==> config.mk <==
export PLATFORM = sky130hd
export DESIGN_NAME = eulxyz_mulrnd
export DESIGN_NICKNAME = d
export VERILOG_FILES = /design/src/rtl/euler_xyz_rotation_matrix_defines.svh /design/src/rtl/eulxyz_pkg.sv /design/src/rtl/eulxyz_mulrnd.sv
export SDC_FILE = /design/constraint.sdc
export NUM_CORES = 1
export LEC_CHECK = 0
export BUFFER_PORTS_ARGS = -buffer_cell sky130_fd_sc_hd__buf_2
export CAP_MARGIN = 10
export CORE_ASPECT_RATIO = 1.1
export CORE_UTILIZATION = 55
export CTS_CLUSTER_SIZE = 20
export DETAILED_ROUTE_END_ITERATION = 8
export GPL_TIMING_DRIVEN = 0
export PLACE_DENSITY = 0.75
export SLEW_MARGIN = 20
export SYNTH_ARGS = -nofsm -noshare
export SYNTH_HDL_FRONTEND = slang
export SYNTH_SLANG_ARGS = --single-unit
==> constraint.sdc <==
create_clock -name clock -period 7.3 [get_ports clock]
set_input_delay 1.46 -clock clock [delete_from_list [all_inputs] [get_ports clock]]
set_output_delay 1.46 -clock clock [all_outputs]
set_load 0.01 [all_outputs]
==> src/rtl/euler_xyz_rotation_matrix_defines.svh <==
// Assertion macros shared by the rotation matrix RTL.
// Expects signals named clock and reset in the scope that uses them.
`ifndef EULER_XYZ_ROTATION_MATRIX_DEFINES_SVH
`define EULER_XYZ_ROTATION_MATRIX_DEFINES_SVH

// Same-cycle implication, switched off while reset is high.
`define EUL_ASSERT_IMP(name, ante, cons) \
   name: assert property (@(posedge clock) disable iff (reset) (ante) |-> (cons)) \
      else $error("rotation matrix check failed");

// Next-cycle implication, also checked while reset is high.
`define EUL_ASSERT_NXT(name, ante, cons) \
   name: assert property (@(posedge clock) (ante) |=> (cons)) \
      else $error("rotation matrix check failed");

`endif

==> src/rtl/eulxyz_pkg.sv <==
// Package for the Euler XYZ rotation matrix block: widths, types and the
// elaboration-time sine table generator. No dependencies.
`timescale 1ns / 1ps

package eulxyz_pkg;

   // Port widths fixed by the interface.
   localparam int IN_W  = 16;
   localparam int OUT_W = 16;

   // Number formats.
   localparam int ANGLE_BITS           = 16;
   localparam int COEF_FRAC_BITS       = 14;
   localparam int SINE_TABLE_ADDR_BITS = 10;

   localparam int PHASE_BITS = SINE_TABLE_ADDR_BITS + 2;
   localparam int QSTEPS     = 1 << SINE_TABLE_ADDR_BITS;
   localparam int ROM_AW     = SINE_TABLE_ADDR_BITS + 1;
   localparam int ROM_W      = COEF_FRAC_BITS + 1;
   localparam int S_W        = COEF_FRAC_BITS + 2;
   localparam int P_W        = 2 * S_W;
   localparam int SUM_W      = S_W + 1;

   // Table generator constants.
   localparam int          WORK_FRAC    = 30;
   localparam int          TAYLOR_TERMS = 10;
   localparam logic [63:0] HALF_PI_WORK = 64'd1686629713;

   // Pipeline depth from accepted word to result word.
   localparam int LATENCY = 7;

   typedef logic signed [S_W-1:0]   coef_type;
   typedef logic signed [SUM_W-1:0] entry_type;

   // Sines and cosines of the three angles.
   typedef struct packed {
      coef_type sx;
      coef_type cx;
      coef_type sy;
      coef_type cy;
      coef_type sz;
      coef_type cz;
   } trig_type;

   // First-level products that go straight into a matrix entry.
   typedef struct packed {
      coef_type cycz;
      coef_type cysz;
      coef_type cxsz;
      coef_type cxcz;
      coef_type sxcy;
      coef_type sxsz;
      coef_type sxcz;
      coef_type cxcy;
   } prod_type;

   // One quarter-wave entry: sin(pi/2 * k / QSTEPS) from a truncated Taylor
   // series, clamped to [0, 1] and rounded half up. Evaluated at elaboration.
   function automatic logic [ROM_W-1:0] sine_entry(input int unsigned k);
      logic [63:0]        x;
      logic [63:0]        x2;
      logic [63:0]        term;
      logic [63:0]        s;
      logic [63:0]        one_work;
      logic [63:0]        half_down;
      logic signed [63:0] sum;
      int                 n;
      int                 down;
      down      = WORK_FRAC - COEF_FRAC_BITS;
      one_work  = 64'd1 << WORK_FRAC;
      half_down = (64'd1 << down) >> 1;
      x    = (HALF_PI_WORK * 64'(k) + 64'(QSTEPS / 2)) >> SINE_TABLE_ADDR_BITS;
      x2   = (x * x) >> WORK_FRAC;
      term = x;
      sum  = $signed(x);
      for (n = 1; n < TAYLOR_TERMS; n++) begin
         term = ((term * x2) >> WORK_FRAC) / 64'((2 * n) * (2 * n + 1));
         if (n % 2 == 1) begin
            sum = sum - $signed(term);
         end else begin
            sum = sum + $signed(term);
         end
      end
      if (sum < 0) begin
         sum = 0;
      end
      if ($unsigned(sum) > one_work) begin
         sum = $signed(one_work);
      end
      s = $unsigned(sum);
      return ROM_W'((s + half_down) >> down);
   endfunction

   // Clamp a summed entry to plus or minus one.
   function automatic entry_type clamp_one(input entry_type v);
      entry_type one;
      one = entry_type'(1) <<< COEF_FRAC_BITS;
      if (v > one) begin
         return one;
      end else if (v < -one) begin
         return -one;
      end
      return v;
   endfunction

   // Two's complement bits of an entry at the port width.
   function automatic logic [OUT_W-1:0] pack_out(input entry_type v);
      logic signed [63:0] w;
      w = 64'(v);
      return w[OUT_W-1:0];
   endfunction

endpackage

==> src/rtl/eulxyz_mulrnd.sv <==
// Two-stage fixed-point multiplier with round half away from zero.
// Depends on eulxyz_pkg for the coefficient and product widths.
`timescale 1ns / 1ps

module eulxyz_mulrnd import eulxyz_pkg::*; (
   input  logic     clock,
   input  coef_type a,
   input  coef_type b,
   output coef_type r
);

   logic signed [P_W-1:0] prod_ff;
   logic [P_W-1:0]        mag;
   logic [P_W-1:0]        rnd;
   coef_type              r_in;
   coef_type              r_ff;

   // Full product.
   always_ff @(posedge clock) begin
      prod_ff <= a * b;
   end

   // Round the magnitude, then restore the sign.
   always_comb begin
      mag = prod_ff[P_W-1] ? $unsigned(-prod_ff) : $unsigned(prod_ff);
      rnd = (mag + (P_W'(1) << (COEF_FRAC_BITS - 1))) >> COEF_FRAC_BITS;
      if (prod_ff[P_W-1]) begin
         r_in = -$signed(S_W'(rnd));
      end else begin
         r_in = $signed(S_W'(rnd));
      end
   end

   always_ff @(posedge clock) begin
      r_ff <= r_in;
   end

   assign r = r_ff;

endmodule

### After elaboration in Yosys (flattened, before gate mapping)

Index checks and enable logic that the tools add are counted.

| storage, ports and cells | value |
|---|---|
| input port bits | 33 |
| output and inout bits | 16 |
| flip-flop bits (word level) | 48 |

| operators by class | value |
|---|---|
| multiplexer cells | 2 |
| add/subtract/negate cells | 3 |
| $mul | 1 |

Operators by type and width:

| cell | number |
|---|---|
| $mul 16x16->32 | 1 |
| $add 30x14->30 const B | 1 |
| $mux 30 | 1 |
| $neg 30->30 | 1 |
| $mux 16 | 1 |
| $neg 16->16 | 1 |

### Longest topological paths before layout

Gate-level depths: netlist of the first run.

| logic depth | value |
|---|---|
| depth in word-level cells | 5 |
| mapped depth | 25 |
| gate-level depth less buffers | 24 |

### Worst setup path before layout of the first run

Ideal clock, no wire load.

| path | value |
|---|---|
| path kind | input to register |
| from | input b[15] |
| to | register prod_ff[31] |
| stages | 22 |
| path buffers | 1 |
| required time | 7228 ps |
| slack | -61 ps |
| arrival time | 7288 ps |
| cells stage by stage | inv_1 > clkbuf_1 > nor2_1 > fa_1 > fa_1 > fa_1 > fa_1 > fa_1 > inv_1 > fa_1 > inv_1 > ha_1 > a21o_1 > a21o_1 > a21oi_1 > o21a_1 > o221ai_1 > o21ai_0 > nor3_1 > a2111o_1 > a21oi_1 > xnor2_1 |

| between the ends | value |
|---|---|
| cells in the longest elaborated chain, start to end | 1 |

RTL lines:

| item | RTL line | source |
|---|---|---|
| start: declaration | eulxyz_mulrnd.sv:8 | `input coef_type b,` |
| $mul 16x16->32 | eulxyz_mulrnd.sv:20 | `prod_ff <= a * b;` |
| end signal: assignment | eulxyz_mulrnd.sv:20 |  |
| end: declaration | eulxyz_mulrnd.sv:12 | `logic signed [P_W-1:0] prod_ff;` |

Every way passes these cells.

### Worst setup path in the final report of the first run

| path | value |
|---|---|
| from | input b[1] |
| to | register prod_ff[31] |

Same word-level chain as after synthesis.

==> summary.md, run 1 <==
| Metric | Value |
|---|---|
| Cells after synthesis | around 1,400 |
| Critical Path AT | 7.25 ns |
| Crit path time final | between 7 and 8 ns |
| Vias per cell | about 5.5 |
| Crit share post-route | 97.2% |
| Outcome | complete, no violations |
| First-pass GRT wire length | 50,100 µm |
| Drt pass-1 iters | 5 |
| Asr flop ratio synth | 0% |
| Initial antenna violation count | 1 |
| Startpoint types | input port |
| # IOs | 49 |
| Post-detailed-route count of antenna-violating nets | 0 |
| Top FF cell, synth | dfxtp_1 |
| Final hold vios | 0 |
| Crit. End Element | flop |
| Highest metal used | met4 |
| Met2 WL | about 15,000 µm |
| Full die area | roughly 23,000 µm² |
| Slew of the pin with the lowest slew margin | roughly 0.85 ns |
| Max incr delay on CP | around 0.55 ns |
| Die X | between 100 and 150 µm |
| Mapped Area | approximately 12,000 µm² |
| Synth unique cells | 67 |
| Most common cell after layout, fill and taps aside | inv_1 |
| Die height | 159 µm |
| GRT Resource Usage Total | 28.5% |
| Share of layout cells above drive strength 1 | 9.58% |
| Most frequent cells in the layout | inv_1 (312), fa_1 (259), nand2_1 (143) |
| Clk sinks | 47 |
| Met3 WL | 1810 µm |
| Hold WC Path Type | reg -> reg |
| Seq/Total Area, Yosys | between 7 and 8% |
| DR iter-0 viols | roughly 470 |
| Clock skew | between 0.003 and 0.004 ns |
| CTS Root Cell | clkbuf_16 |
| Clock Path Buffers | 2 |
| Layout area overhead | 8.46% |
| Avg Synthesized Cell Area | between 9 and 10 µm² |
| Final nets | around 1,800 |
| Most used cell, CP | fa_1 |
| Worst Path Required | between 7 and 8 ns |
| Worst slew margin relative to its limit | 43.0% |
| Slew Limit Fails | 0 |
| Yosys reg bits | between 40 and 50 |
| Core box area | around 22,000 µm² |
| Setup Viol. Count Final | 0 |
| CP Cell Sequence | buf_2 -> clkbuf_16 -> nand2_1 -> fa_1 -> fa_1 -> inv_1 -> fa_1 -> fa_1 -> fa_1 -> inv_1 -> fa_1 -> inv_1 -> ha_4 -> a21o_1 -> a21o_1 -> a21o_1 -> a22oi_2 -> o221ai_2 -> o21ai_2 -> nor3_1 -> a2111o_1 -> a21oi_2 -> xnor2_2 |
| Syn_nets | roughly 1,700 |
| Clk_lat worst skew | 0.29 ns |
| Routed wire per std cell | roughly 17 µm |
| Clock transition at the registers of the reported paths | 0.06 ns |
| CTS buffer count | 5 |
| Largest net degree at the start of global routing | 17 |
| Vias in the first global route | 10,300 |
| GRT Residual Overflow | 0 |
| CP max-delay cell | fa_1 |
| CTS tree | yes |
| WL met1 | 10,800 µm |
| Critical path class | in -> reg |
| Routability cong. | around 0.97 |
| Layout Utilization | around three fifths |
| # port buffers | 48 |
| Cts hold-fix bufs | 0 |
| DP HPWL | ~25,000 µm |
| EDFF count, synth | 0 |
| Crit-path max FO | 10 |
| H-Tree Depth | 2 |
| Num rows | 56 |
| Final wirelength | about 29,000 µm |
| DRC viols | 0 |
| Synth warnings | 0 |
| Routed vias | 9,389 |
| Starting density of the core | 56.9% |
| Maxcap violations | 0 |
| Fmax achieved | about 0.14 GHz |
## through the flow
| stage | cells | setup TNS [ns] | hold WS [ns] | setup slack [ns] | instance area (µm²) |
|---|---|---|---|---|---|
| after floorplan | 1363 | 0 | 0.535 | 0.0562 | 12300 |
| after global placement | 1701 | -4.19 | 0.587 | -1.08 | 12900 |
| after detailed placement | 1701 | -3.94 | 0.585 | -1.06 | 12900 |
| after CTS | 1709 | 0 | 0.597 | 0.00186 | 13200 |
| after global routing | 1710 | -0.00680 | 0.607 | -0.00680 | 13300 |
| final | 1710 | 0 | 0.582 | 0.206 | 13300 |
## final timing paths
path	slack (ns)	cells past startpoint	to	startpoint
max	0.21	23	prod_ff[31]	b[1]
min reg2reg	0.58	2	r[15]	prod_ff[29]
min	0.58	2	r[15]	prod_ff[29]
max reg2reg	2.20	17	r[14]	prod_ff[31]
## worst max-delay path: cells and delay by family
family                     cells  cell delay [ns]
buffers and inverters          5             0.59
xor gates and xnor gates       1             0.09
adders and majority gates      7             3.25
and+or+nand+nor                2             0.16
AOI/OAI and AO/OA              8             1.69
## cells by family after synthesis
| logic type | after synthesis | synth area share [%] |
|---|---|---|
| multiplexers | 5 | 0.479 |
| flip-flops | 47 | 7.66 |
| buffers and inverters | 367 | 11.3 |
| AND/OR/NAND/NOR | 403 | 17.3 |
| AO/OA/AOI/OAI | 127 | 7.17 |
| XOR/XNOR | 68 | 4.85 |
| adder cells (fa/ha/maj) | 346 | 51.3 |
## repair_timing
action	CTS	global route
setup buffers	1	1
resized for setup	66	37
endpoints found under the hold margin	0	0
pin swaps	3	15
endpoints found under the setup margin	6	6
## Yosys cell counts (5+ instances only)
cell type	number	area share, %
o31ai_1	5	0.31
nand3_1	15	0.61
o21ai_0	24	0.98
a21o_1	18	1.1
and3_1	6	0.31
nand2_1	144	4.4
or2_2	5	0.25
inv_1	314	9.6
xnor2_1	56	4.0
fa_1	262	43
dfxtp_1	47	7.7
xor2_1	12	0.86
clkbuf_1	45	1.4
buf_2	6	0.24
a211oi_1	8	0.49
nor2_1	39	1.2
o21a_1	5	0.31
and2_1	128	6.5
nor3_1	11	0.45
nor4_1	7	0.36
a21oi_1	27	1.1
o211ai_1	6	0.37
nand4_1	6	0.31
nand2b_1	14	0.71
ha_1	84	8.6
## flip-flops by register name (all words and copies together), names as in the netlist
register	count
prod_ff	31
r	16
## layer usage
metal  track usage (%)  vias to the layer above
li1                  -                     4249
met1              32.9                     4724
met4              12.7                        0
met3              5.10                      113
met2              50.7                      303
met5                 0                        -
## area by class of cell
type | instances | area, µm²
multi-input combinational | 949 | 10100
fill | 1885 | 8260
inverter | 314 | 1180
sequential | 47 | 941
buffer | 51 | 372
tap | 290 | 363
timing repair buffer | 50 | 263
clock buffer | 5 | 125
clock inverter | 3 | 22.5
antenna | 1 | 2.50
Power of run 1 is not shown: default switching activity piles up to over one toggle a cycle in this logic, so the estimate is an artifact.
==> inputs of run 2 (changes only) <==
PLACE_DENSITY = 0.72   (was 0.75)
clock period = 8.39 ns   (was 7.3 ns; I/O delays follow)
==> summary.md, run 2 (same netlist as run 1, synthesis figures left out) <==
| Metric | Value |
|---|---|
| Outcome | complete, no violations |
| Footprint of the multi-input gates | 9950 µm² (-0.97%) |
| CTS tree | yes |
| CTS buffer count | 5 (unchanged) |
| # IOs | 49 (unchanged) |
| Die X | 144 µm (unchanged) |
| Routed vias | 9,241 (-1.6%) |
| M2 GR Usage | 49.3% (-1.4 points) |
| Final hold vios | 0 (unchanged) |
| Hold WC Path Type | reg -> reg |
| Worst Path Required | 8.59 ns (+1.13 ns) |
| Full die area | 22,900 µm² (unchanged) |
| Critical path class | in -> reg |
| Clock skew | 0.00384 ns (+0.000351 ns) |
| Setup repair bufs after CTS | 0 (-1) |
| Clock transition at the registers of the reported paths | 0.06 ns (about the same) |
| Final nets | 1,785 (-0.67%) |
| Routed wire per std cell | 16.7 µm (-3.3%) |
| Gr busiest metal | met2 |
| Register Area | 941 µm² (unchanged) |
| Num rows | 56 (unchanged) |
| Final wirelength | 28,300 µm (-3.9%) |
| Crit path time final | 7.99 ns |
| Clock Path Buffers | 2 (unchanged) |
| Most flops, register | prod_ff |
| Post-detailed-route count of antenna-violating nets | 0 (unchanged) |
| Most frequent cells in the layout | inv_1 (314), fa_1 (262), nand2_1 (144) |
| Core box area | 21,600 µm² (unchanged) |
| Drt pass-1 iters | 6 (+1) |
| Die height | 159 µm (unchanged) |
| Maxcap violations | 0 (unchanged) |
| Largest register FFs | 31 (unchanged) |
| CTS Root Cell | clkbuf_16 |
| Met3 Use GR | 4.67% (-0.42 points) |
| Worst slew margin relative to its limit | 42.3% (-0.68 points) |
| Slew Limit Fails | 0 (unchanged) |
| Fmax achieved | around 0.13 GHz |
| Starting density of the core | 56.9% (unchanged) |
| Clk_lat worst skew | 0.29 ns (about the same) |
| Slew of the pin with the lowest slew margin | 0.862 ns (+0.0102 ns) |
| DR iter-0 viols | 516 (+8.9%) |
| First-pass GRT wire length | 50,000 µm (-0.34%) |
| Critical Path AT | 8.19 ns (+0.94 ns) |
| Crit. End Element | flop |
| R2R setup slack | 3.26 ns (+1.06 ns) |
| Routability cong. | 0.959 (-0.90%) |
| Crit-path max FO | 10 (unchanged) |
| Initial antenna violation count | 0 (-1) |
| DP HPWL | 24,700 µm (-0.19%) |
| M1 GR Usage | 34.4% (+1.6 points) |
| GRT Residual Overflow | 0 (unchanged) |
| # port buffers | 48 (unchanged) |
| Post-route setup TNS | 0 ns (unchanged) |
| Vias in the first global route | 10,300 (-0.24%) |
| Clk sinks | 47 (unchanged) |
| Share of layout cells above drive strength 1 | 6.68% (-2.9 points) |
| Setup Viol. Count Final | 0 (unchanged) |
| DRC viols | 0 (unchanged) |
| Most common cell after layout, fill and taps aside | inv_1 |
| Fill cell count | 1,952 (+3.6%) |
| Layout Utilization | 60.2% (-1.5 points) |
| Startpoint types | input port |
| Layout area overhead | 5.84% |
| H-Tree Depth | 2 (unchanged) |
| Largest net degree at the start of global routing | 17 (unchanged) |
| Crit share post-route | between 90% and 100% |
| Vias per cell | 5.44 (-0.88%) |
| Unrepaired setup endpoints after global routing | no |
| GRT Resource Usage Total | 28.5% (-0.051 points) |
run 2: worst paths after layout:
check              start           to  cells after the start
max                b[15]  prod_ff[31]                     23
min          prod_ff[29]        r[15]                      2
max reg2reg  prod_ff[31]        r[14]                     17
min reg2reg  prod_ff[29]        r[15]                      2
run 2: layer usage:
metal | wire length [µm] | vias up
li1 | - | 4220
met1 | 10700 | 4686
met2 | 14800 | 252
met3 | 1460 | 83
met4 | 1320 | 0
met5 | 0 | -
run 2: final cells by class:
cell class              instances  area share [%]
multi-input cells             949            76.6
diodes                          1          0.0193
plain buffers                  41            1.31
inverters                     314            9.07
clock buffers                   5           0.963
well taps                     290            2.79
flip-flops and latches         47            7.24
clock inverters                 3           0.173
repair buffers                 48            1.85
run 2: stage by stage:
stage	instances	setup slack, ns	hold slack, ns	cell area, µm²
2_1_floorplan	1363	0.811	0.535	12300
6_report	1698	0.396	0.582	13000
3_3_place_gp	1701	-0.172	0.589	12900
4_1_cts	1709	0.0522	0.607	13000
3_5_place_dp	1701	-0.223	0.594	12900
5_1_grt	1697	0.0994	0.617	13000
run 2: critical path, cell delays in order:
cell and delay [ns]:
buf_2 0.15, inv_1 0.18, clkbuf_2 0.35, nor2_1 0.12, fa_1 0.55, fa_1 0.52, fa_1 0.56, fa_1 0.53
fa_1 0.55, inv_1 0.05, fa_1 0.53, inv_1 0.04, ha_1 0.37, a21o_1 0.18, a21o_1 0.16, a21oi_1 0.20
o21a_1 0.17, o221ai_1 0.17, o21ai_1 0.29, nor3_1 0.09, a2111o_1 0.40, a21oi_1 0.18, xnor2_1 0.17
run 2: timing repair:
item	CTS	global route
hold endpoints to repair	0	0
resized for setup	0	15
setup endpoints to repair	0	1
hold buffers	0	0
Power of run 2 is left out for the same reason.
==> inputs of run 3 (changes only) <==
CELL_PAD_IN_SITES_DETAIL_PLACEMENT = 1   (was not set)
CELL_PAD_IN_SITES_GLOBAL_PLACEMENT = 2   (was not set)
CORE_MARGIN = 5   (was not set)
CORE_UTILIZATION = 45   (was 55)
PLACE_DENSITY = not set   (was 0.72)
PLACE_DENSITY_LB_ADDON = 0.1   (was not set)
==> summary.md, run 3 (same netlist as run 1, synthesis figures left out) <==
| Metric | Value |
|---|---|
| Clk sinks | 47 (unchanged) |
| Num rows | 63 (+13%) |
| Slew Limit Fails | 0 (unchanged) |
| Outcome | complete, no violations |
| ANT cells | 0 (-1) |
| H-Tree Depth | 2 (unchanged) |
| Core box area | 27,000 µm² (+25%) |
| Startpoint types | input port |
| Worst slew margin relative to its limit | 40.7% (-1.7 points) |
| Layout area overhead | 7.02% |
| DR iter-0 viols | 394 (-24%) |
| Critical path launch point | a[7] |
| Maxcap violations | 0 (unchanged) |
| Crit. End Element | flop |
| Crit path time final | 8.04 ns (+0.0438 ns) |
| CTS buffer count | 5 (unchanged) |
| Placed Cells | 1,768 (+3.9%) |
| DRC viols | 0 (unchanged) |
| Setup Viol. Count Final | 0 (unchanged) |
| Vias in the first global route | 10,600 (+2.6%) |
| Unrepaired setup endpoints after global routing | no |
| GRT Resource Usage Total | 22.9% (-5.5 points) |
| First-pass GRT wire length | 56,100 µm (+12%) |
| Final hold vios | 0 (unchanged) |
| Starting density of the core | 45.5% (-11 points) |
| Routed vias | 9,210 (-0.34%) |
| Clock skew | 0.0114 ns (+0.00755 ns) |
| CTS tree | yes |
| Hold WC Path Type | reg -> reg |
| Clock transition at the registers of the reported paths | 0.07 ns (about the same) |
| Routed wire per std cell | 18.9 µm (+13%) |
| Critical Path AT | 8.23 ns (+0.04 ns) |
| Fmax achieved | 0.124 GHz (-0.55%) |
| Crit share post-route | 95.8% (+0.52 points) |
| Worst Path Required | 8.58 ns (about the same) |
| Critical path class | in -> reg |
| Largest register FFs | 31 (unchanged) |
| Most flops, register | prod_ff |
| Worst r2r src | prod_ff[31] |
| Die X | 168 µm (+16%) |
| Most common cell after layout, fill and taps aside | inv_1 |
| # IOs | 49 (unchanged) |
| Most frequent cells in the layout | inv_1 (314), fa_1 (261), nand2_1 (144) |
| Fill cell count | 3,250 (+66%) |
| Final wirelength | 33,300 µm (+18%) |
| Drt pass-1 iters | 4 (-2) |
| GRT Residual Overflow | 0 (unchanged) |
| Post-route insts no fill | 1,766 (+4.0%) |
| Largest net degree at the start of global routing | 17 (unchanged) |
| Post-detailed-route count of antenna-violating nets | 0 (unchanged) |
| Slew of the pin with the lowest slew margin | 0.887 ns (+0.0251 ns) |
| Hold path start | prod_ff[29] |
| Clock Path Buffers | 2 (unchanged) |
| Routability cong. | 0.853 (-11%) |
| Full die area | 30,700 µm² (+34%) |
| Final nets | 1,788 (+0.17%) |
| Die height | 183 µm (+15%) |
| # port buffers | 48 (unchanged) |
| Share of layout cells above drive strength 1 | 7.52% (+0.84 points) |
| DP HPWL | 29,200 µm (+18%) |
| Initial antenna violation count | 1 (+1) |
| CTS Root Cell | clkbuf_16 |
| Crit-path max FO | 10 (unchanged) |
| Vias per cell | 5.22 (-4.2%) |
| Clk_lat worst skew | 0.29 ns (about the same) |
-- run 3: cell types whose count changed in the layout (fill, tap and decap cells not counted), sizes merged --
cell    before  now
buf         56   58
clkbuf      38   40
inv        316  314
bufinv       0    1
clkinv       1    0
diode        1    0
-- run 3: path summary, 6_finish.rpt --
path | to | slack [ns] | cells after the start
worst min-delay path | r[15] | 0.57 | 2
worst max-delay path | prod_ff[31] | 0.35 | 23
worst min register to register | r[15] | 0.57 | 2
worst max register to register | r[15] | 3.16 | 17
-- run 3: critical path: stages --
cell and delay (ns):
buf_2 0.24, clkbuf_4 0.32, nand2_1 0.11, fa_1 0.54, inv_1 0.05, fa_1 0.55, fa_1 0.46, fa_1 0.53
fa_1 0.54, inv_1 0.05, fa_1 0.57, inv_1 0.05, ha_1 0.38, a21o_1 0.19, a21o_1 0.17, a21oi_1 0.21
o21a_1 0.18, o221ai_1 0.20, o21ai_2 0.23, nor3_1 0.08, a2111o_1 0.43, a21oi_1 0.25, xnor2_2 0.19
-- run 3: what timing repair did --
item	4_1_cts	5_1_grt
gates resized for setup	12	22
endpoints found under the hold margin	0	0
pin swaps	0	1
setup buffers	0	1
hold buffers	0	0
setup endpoints to repair	1	1
-- run 3: routing by layer --
| layer | GRT usage (%) | part of all wire, % |
|---|---|---|
| met2 | 40.8 | 50 |
| met3 | 2.11 | 4.4 |
| met5 | 0 | 0 |
| met4 | 4.42 | 1.8 |
| met1 | 31.0 | 44 |
-- run 3: metrics by stage --
step | worst slack [ns] | util [%] | instance area [µm²] | setup TNS, ns | hold WS, ns
floorplan | 0.811 | - | 12300 | 0 | 0.535
global placement | -0.792 | 48.1 | 13000 | -1.22 | 0.556
detailed placement | -0.803 | 48.1 | 13000 | -1.23 | 0.569
CTS | 0.00267 | 48.7 | 13100 | 0 | 0.581
global route | 0.0491 | 48.7 | 13100 | 0 | 0.597
finish | 0.353 | 48.7 | 13100 | 0 | 0.572
-- run 3: area by class of cell --
cell class | count | area [µm²] | share of cell area, %
flip-flops and latches | 47 | 941 | 7.16
inverters | 314 | 1180 | 8.97
clock buffers | 6 | 129 | 0.981
plain buffers | 43 | 196 | 1.49
clock inverters | 1 | 30.0 | 0.229
multi-input cells | 949 | 9970 | 75.9
well taps | 357 | 447 | 3.40
repair buffers | 49 | 248 | 1.89
Power of run 3 is left out for the same reason.
